--- config.mk ---
export PLATFORM = sky130hd
export DESIGN_NAME = lgge_row_unit
export DESIGN_NICKNAME = d
export VERILOG_FILES = /design/src/sv/lgge_pkg.sv /design/src/sv/lgge_row_unit.sv
export SDC_FILE = /design/constraint.sdc
export NUM_CORES = 1
export LEC_CHECK = 0
export BUFFER_PORTS_ARGS = -buffer_cell sky130_fd_sc_hd__buf_2
export CAP_MARGIN = 20
export CELL_PAD_IN_SITES_DETAIL_PLACEMENT = 1
export CELL_PAD_IN_SITES_GLOBAL_PLACEMENT = 2
export CORE_MARGIN = 2
export CORE_UTILIZATION = 30
export DETAILED_ROUTE_END_ITERATION = 8
export PLACE_DENSITY_LB_ADDON = 0.08
export SLEW_MARGIN = 20
export SYNTH_ARGS = -nofsm -noshare
export SYNTH_HDL_FRONTEND = slang
export SYNTH_SLANG_ARGS = --single-unit
--- constraint.sdc ---
create_clock -name vclk -period 10.7
set_clock_uncertainty 0.15 [all_clocks]
set_input_delay 2.14 -clock vclk [all_inputs]
set_output_delay 2.14 -clock vclk [all_outputs]
set_load 0.01 [all_outputs]
--- src/sv/lgge_pkg.sv ---
// Shared types and constants of the life grid generation engine.
package lgge_pkg;

    localparam int unsigned CFG_W     = 7;
    localparam int unsigned COORD_W   = 6;
    localparam int unsigned ROW_OUT_W = 64;

    typedef enum logic [1:0] {
        OP_TOGGLE = 2'd0,
        OP_CLEAR  = 2'd1,
        OP_STEP   = 2'd2,
        OP_READ   = 2'd3
    } op_t;

    // Configuration register indexes.
    localparam logic [0:0] CFG_COLS = 1'b0;
    localparam logic [0:0] CFG_ROWS = 1'b1;

    localparam logic [CFG_W-1:0] COLS_RESET = 7'd40;
    localparam logic [CFG_W-1:0] ROWS_RESET = 7'd30;

    // B3/S23 neighbor counts.
    localparam logic [3:0] SURVIVE_COUNT = 4'd2;
    localparam logic [3:0] BIRTH_COUNT   = 4'd3;

    typedef struct packed {
        op_t                op;
        logic [COORD_W-1:0] cell_col;
        logic [COORD_W-1:0] cell_row;
    } lgge_req_t;

    typedef struct packed {
        logic [ROW_OUT_W-1:0] row_bits;
        logic                 cell_now;
    } lgge_rsp_t;

endpackage

--- src/sv/lgge_row_unit.sv ---
// Next-generation rule for one grid row from a three-row window.
module lgge_row_unit
    import lgge_pkg::*;
#(
    parameter int COLS = 64
) (
    input  logic [COLS-1:0] up_row,
    input  logic [COLS-1:0] mid_row,
    input  logic [COLS-1:0] dn_row,
    input  logic [COLS-1:0] col_mask,
    output logic [COLS-1:0] next_row
);

    logic [COLS-1:0] up_l;
    logic [COLS-1:0] up_r;
    logic [COLS-1:0] mid_l;
    logic [COLS-1:0] mid_r;
    logic [COLS-1:0] dn_l;
    logic [COLS-1:0] dn_r;

    // Bit c of a left-shifted word holds column c-1, of a right-shifted word
    // column c+1; the shifts bring in dead cells at both edges.
    assign up_l  = up_row << 1;
    assign up_r  = up_row >> 1;
    assign mid_l = mid_row << 1;
    assign mid_r = mid_row >> 1;
    assign dn_l  = dn_row << 1;
    assign dn_r  = dn_row >> 1;

    for (genvar c = 0; c < COLS; c++) begin : g_col
        logic [3:0] nbr;

        assign nbr = 4'(up_l[c]) + 4'(up_row[c]) + 4'(up_r[c])
                   + 4'(mid_l[c]) + 4'(mid_r[c])
                   + 4'(dn_l[c]) + 4'(dn_row[c]) + 4'(dn_r[c]);

        assign next_row[c] = col_mask[c]
                           & ((nbr == BIRTH_COUNT) | (mid_row[c] & (nbr == SURVIVE_COUNT)));
    end

endmodule

# Word-level counts from Yosys, hierarchy flattened
# Cells that the tools add are included.
dict set report op_classes {
  addsub 441
  n_bitwise 192
  eq_ne 128
}
# op n
set op_table {}
lappend op_table {{$add A4 B1 Y4} 252}
lappend op_table {{$eq A4 B2 Y1 const B} 128}
lappend op_table {{$add A3 B1 Y4} 63}
lappend op_table {{$add A2 B1 Y3} 63}
lappend op_table {{$and A1 B1 Y1} 128}
lappend op_table {{$add A1 B1 Y2} 63}
lappend op_table {{$or A1 B1 Y1} 64}
dict set report totals {
  regBits 0
  in_bits 256
}

# Depth between registers and ports, before layout
dict set report depth {
  ltp_word 11
  depth_mapped 10
  depth_no_buf 10
}

# Worst setup path after synthesis
# OpenSTA, ideal clock, no wires.
dict set report synth_timing {
  kind {input -> output}
  startpoint {in up_row[24]}
  endpoint {out next_row[25]}
  required_time_ns 8.410
  path_slack_ns 3.723
  arrival_ns 4.687
  n_path_buf 0
  cell_stages 9
  cell_sequence {inv_1 fa_1 fa_1 fa_1 inv_1 ha_1 fa_1 or2_0 a21oi_1}
}
dict set report synth_between {
  elab_chain_cells 11
  elab_cells_between_ends 12
}
# item line_no
set synth_rtl {}
lappend synth_rtl {{start: declaration} lgge_row_unit.sv:7} ;# input logic [COLS-1:0] up_row,
lappend synth_rtl {{$add A1 B1 Y2 (*)} lgge_row_unit.sv:33} ;# assign nbr = 4'(up_l[c]) + 4'(up_row[c]) + 4'(up_r[c])
lappend synth_rtl {{$add A2 B1 Y3 (*)} lgge_row_unit.sv:33}
lappend synth_rtl {{$add A3 B1 Y4 (*)} lgge_row_unit.sv:34} ;# + 4'(mid_l[c]) + 4'(mid_r[c])
lappend synth_rtl {{$add A4 B1 Y4 (*)} lgge_row_unit.sv:34}
lappend synth_rtl {{$add A4 B1 Y4 (*) (3 in a row)} lgge_row_unit.sv:35} ;# + 4'(dn_l[c]) + 4'(dn_row[c]) + 4'(dn_r[c]);
lappend synth_rtl {{$eq A4 B2 Y1} lgge_row_unit.sv:38} ;# & ((nbr == BIRTH_COUNT) | (mid_row[c] & (nbr == SURVIVE_COUNT)));
lappend synth_rtl {{$and A1 B1 Y1} lgge_row_unit.sv:38}
lappend synth_rtl {{$or A1 B1 Y1 (*)} lgge_row_unit.sv:38}
lappend synth_rtl {{$and A1 B1 Y1 (*)} lgge_row_unit.sv:38}
lappend synth_rtl {{end: declaration} lgge_row_unit.sv:11} ;# output logic [COLS-1:0] next_row
# Every way passes the cells marked *; elsewhere a longest branch is shown, timed or not.

# Worst setup path in the final report
dict set report layout_timing {
  startpoint {in up_row[51]}
  endpoint {out next_row[52]}
}
# Same word-level chain as after synthesis.

==> flow_results.xml <==
<?xml version="1.0" encoding="UTF-8"?>
<metrics>
  <group name="global_routing">
    <metric name="grt.met3_usage" unit="%">2.62</metric>
    <metric name="m1_gr_usage" unit="%">19.8</metric>
    <metric name="number_of_global_route_vias_before_repair" unit="">9811</metric>
    <metric name="grt_antenna_before_repair" unit="">13</metric>
    <metric name="grt_start_max_net_pins" unit="">4</metric>
    <metric name="grt_most_used_layer" unit="">met2</metric>
    <metric name="grt_pass1_wl" unit="um">46800</metric>
    <metric name="global_route.usage.met2" unit="%">26.4</metric>
    <metric name="groute.usage.overall" unit="%">14.8</metric>
    <metric name="grt_remaining_overflow" unit="">0</metric>
  </group>
  <group name="logic_synthesis">
    <metric name="area_of_the_mapped_netlist" unit="um2">10900</metric>
    <metric name="synthesis.instances" unit="">1198</metric>
    <metric name="post_synthesis_sequential_area_ratio" unit="%">0</metric>
    <metric name="muxShareOfSynthArea" unit="%">0</metric>
    <metric name="synth_cell_type_count" unit="">17</metric>
    <metric name="synth_top_family_by_area" unit="">adder cells</metric>
    <metric name="synth_simple_gate_area_share" unit="%">6.85</metric>
    <metric name="fraction_of_the_mapped_netlist_area_in_adder_cells" unit="%">68.0</metric>
    <metric name="postSynthAreaPerCell" unit="um2">9.09</metric>
    <metric name="postSynthNetCount" unit="">1894</metric>
    <metric name="yosys.area_share.xor_xnor" unit="%">0</metric>
    <metric name="synth_compound_area_share" unit="%">9.92</metric>
    <metric name="yosysWarningCount" unit="">0</metric>
  </group>
  <group name="final_layout">
    <metric name="layout.clock_buffers" unit="">0</metric>
    <metric name="fillers" unit="">4336</metric>
    <metric name="multi_input_area" unit="um2">9220</metric>
    <metric name="layout.sequential_cells" unit="">0</metric>
    <metric name="area_used_by_sequential_logic_in_the_layout" unit="um2">0</metric>
    <metric name="syn2layout_area_growth" unit="%">20.1</metric>
    <metric name="final_net_count" unit="">2216</metric>
    <metric name="drive_gt1_share" unit="%">21.1</metric>
  </group>
  <group name="timing">
    <metric name="timing_max_transition_violations_final" unit="">0</metric>
    <metric name="fmaxAchievable" unit="MHz">137</metric>
    <metric name="total_negative_slack_for_setup_checks" unit="ps">0</metric>
    <metric name="hold-worst-slack" unit="ps">4430</metric>
    <metric name="max-slew-margin-rel" unit="%">84.7</metric>
    <metric name="timing.final.crit_period" unit="ps">7300</metric>
    <metric name="final-hold-violation-count" unit="">0</metric>
    <metric name="timing.final.crit_share" unit="%">68.2</metric>
    <metric name="setup_viol" unit="">0</metric>
    <metric name="worst_pin_slew" unit="ps">229</metric>
    <metric name="rsz0062_at_grt" unit="">false</metric>
    <metric name="postLayoutSetupSlackWorst" unit="ps">3400</metric>
  </group>
  <group name="floorplanning">
    <metric name="die_w" unit="um">194</metric>
    <metric name="core_area" unit="um2">35700</metric>
    <metric name="floorplan.initialDensity" unit="%">30.5</metric>
    <metric name="die_area" unit="um2">37800</metric>
    <metric name="fp-row-count" unit="">69</metric>
    <metric name="die_y" unit="um">194</metric>
    <metric name="ioPinCount" unit="">320</metric>
  </group>
  <group name="setup_path">
    <metric name="worst_path_largest_cell_delay" unit="ps">560</metric>
    <metric name="critical_path_depth" unit="">11</metric>
    <metric name="worst-path-max-fanout" unit="">2</metric>
    <metric name="critical_path.startpoint_type" unit="">input port</metric>
    <metric name="worst_path_cell_chain" unit="">buf_2 &gt; inv_1 &gt; fa_1 &gt; fa_1 &gt; fa_1 &gt; inv_1 &gt; ha_1 &gt; fa_1 &gt; or2_0 &gt; a21oi_1 &gt; buf_2</metric>
    <metric name="critPathRequiredTime" unit="ps">8410</metric>
    <metric name="standard_cell_with_the_maximum_stage_delay_on_the_critical_path" unit="">sky130_fd_sc_hd__fa_1</metric>
    <metric name="critical_path_buf_inv_count" unit="">4</metric>
    <metric name="cell_family_contributing_the_most_delay_on_the_critical_path" unit="">adder cells</metric>
    <metric name="critPathArrivalTime" unit="ps">5010</metric>
    <metric name="setup.worst_path.end_class" unit="">output pin</metric>
    <metric name="cp_common_cell" unit="">sky130_fd_sc_hd__fa_1</metric>
    <metric name="timing_worst_setup_path_type" unit="">in -&gt; out</metric>
  </group>
  <group name="clock_network">
    <metric name="cts.repair_timing.setup_buffer_count" unit="">0</metric>
    <metric name="cts_repair_resized_insts" unit="">0</metric>
    <metric name="ctsHoldBuffers" unit="">0</metric>
  </group>
  <group name="placed_design">
    <metric name="gpl.final_weighted_congestion" unit="">0.778</metric>
    <metric name="dp_worst_setup_slack" unit="ps">3380</metric>
    <metric name="numPortBuffers" unit="">320</metric>
    <metric name="placed_wire_length_estimate_after_detailed_placement" unit="um">26900</metric>
  </group>
  <group name="pwr">
    <metric name="leakagePower" unit="nW">7.48</metric>
    <metric name="cell_area_power_density" unit="nW/um2">84.0</metric>
    <metric name="power.ir.vdd_worst" unit="mV">0.0310</metric>
  </group>
  <group name="drt">
    <metric name="postRouteWirelength" unit="um">26900</metric>
    <metric name="num_vias" unit="">8601</metric>
    <metric name="vias_per_cell" unit="">4.34</metric>
    <metric name="drtIter0Drc" unit="">118</metric>
    <metric name="detail_route.first_pass.iterations" unit="">4</metric>
    <metric name="drc" unit="">0</metric>
    <metric name="detail-route-antenna-nets" unit="">0</metric>
    <metric name="routedWlPerCell" unit="um">13.6</metric>
  </group>
  <group name="min_path">
    <metric name="worstHoldPathCells" unit="">4</metric>
    <metric name="hp-class" unit="">in -&gt; out</metric>
  </group>
  <group name="outcome">
    <metric name="outcome" unit="">completed</metric>
  </group>
  <group name="flow_run">
    <metric name="maxCapViolCount" unit="">0</metric>
  </group>
</metrics>
-- layer usage --
| layer | vias up | routed length [um] |
|---|---|---|
| met5 | - | 119 |
| met3 | 20 | 1510 |
| met2 | 162 | 13100 |
| met4 | 18 | 65 |
| met1 | 4098 | 12100 |
| li1 | 4303 | - |
-- area by class of cell --
cell class,count,share of cell area [%]
Antenna cell,3,0.0574
Inverter,443,12.7
Multi-Input combinational cell,755,70.6
Tap cell,461,4.41
Timing Repair Buffer,320,12.3
-- cell usage in the layout, fill, tap and decap left out, types with 5 or more instances in the layout --
cell type | Yosys | final
sky130_fd_sc_hd__nand2b_1 | 5 | 5
sky130_fd_sc_hd__nand3_1 | 57 | 57
sky130_fd_sc_hd__inv_1 | 443 | 443
sky130_fd_sc_hd__or2_1 | 42 | 42
sky130_fd_sc_hd__nand3b_1 | 5 | 5
sky130_fd_sc_hd__buf_2 | 0 | 320
sky130_fd_sc_hd__o211ai_1 | 57 | 57
sky130_fd_sc_hd__or2_0 | 15 | 15
sky130_fd_sc_hd__nand2_1 | 7 | 7
sky130_fd_sc_hd__a21oi_1 | 118 | 118
sky130_fd_sc_hd__fa_1 | 252 | 252
sky130_fd_sc_hd__ha_1 | 188 | 188
-- Yosys cell counts --
library cell | count | area share, %
sky130_fd_sc_hd__nand2b_1 | 5 | 0.29
sky130_fd_sc_hd__or2_1 | 42 | 2.4
sky130_fd_sc_hd__a31oi_1 | 1 | 0.058
sky130_fd_sc_hd__nand3_1 | 57 | 2.6
sky130_fd_sc_hd__nand2_1 | 7 | 0.24
sky130_fd_sc_hd__a211oi_2 | 1 | 0.11
sky130_fd_sc_hd__a211oi_1 | 1 | 0.069
sky130_fd_sc_hd__ha_1 | 188 | 22
sky130_fd_sc_hd__o2111ai_1 | 4 | 0.32
sky130_fd_sc_hd__fa_1 | 252 | 46
sky130_fd_sc_hd__or2_0 | 15 | 0.86
sky130_fd_sc_hd__o211ai_1 | 57 | 3.9
sky130_fd_sc_hd__nor2_1 | 1 | 0.034
sky130_fd_sc_hd__inv_1 | 443 | 15
sky130_fd_sc_hd__nand3b_1 | 5 | 0.34
sky130_fd_sc_hd__nor3_1 | 1 | 0.046
sky130_fd_sc_hd__a21oi_1 | 118 | 5.4
-- logic make-up (layout without fill, tap and decap cells) --
| logic type | Yosys count | after routing |
|---|---|---|
| adders and majority gates | 440 | 440 |
| buffers and inverters | 443 | 763 |
| other | 0 | 3 |
| AOI/OAI and AO/OA | 182 | 182 |
| and+or+nand+nor | 133 | 133 |
-- path summary, 6_finish.rpt --
path | startpoint | endpoint | slack [ps]
worst min-delay path | col_mask[0] | next_row[0] | 4430
worst max-delay path | up_row[51] | next_row[52] | 3400
-- report_power, final --
group	switching (mW)	internal (mW)	total [mW]	leakage (nW)
clock	0	0.0000000375	0.0000000375	0.0000190
sequential	0	0	0	0
combinational	0.595	0.503	1.10	7.48
-- through the flow --
stage	cells	util [%]	total power, mW	cell area [um2]
2_1_floorplan	1198	-	0.794	10900
3_3_place_gp	1979	36.6	1.10	13100
3_5_place_dp	1979	36.6	1.13	13100
4_1_cts	1979	36.6	1.14	13100
5_1_grt	1981	36.7	1.33	13100
6_report	1982	36.7	1.10	13100
Note: power is estimated with default switching activity, not from simulation.
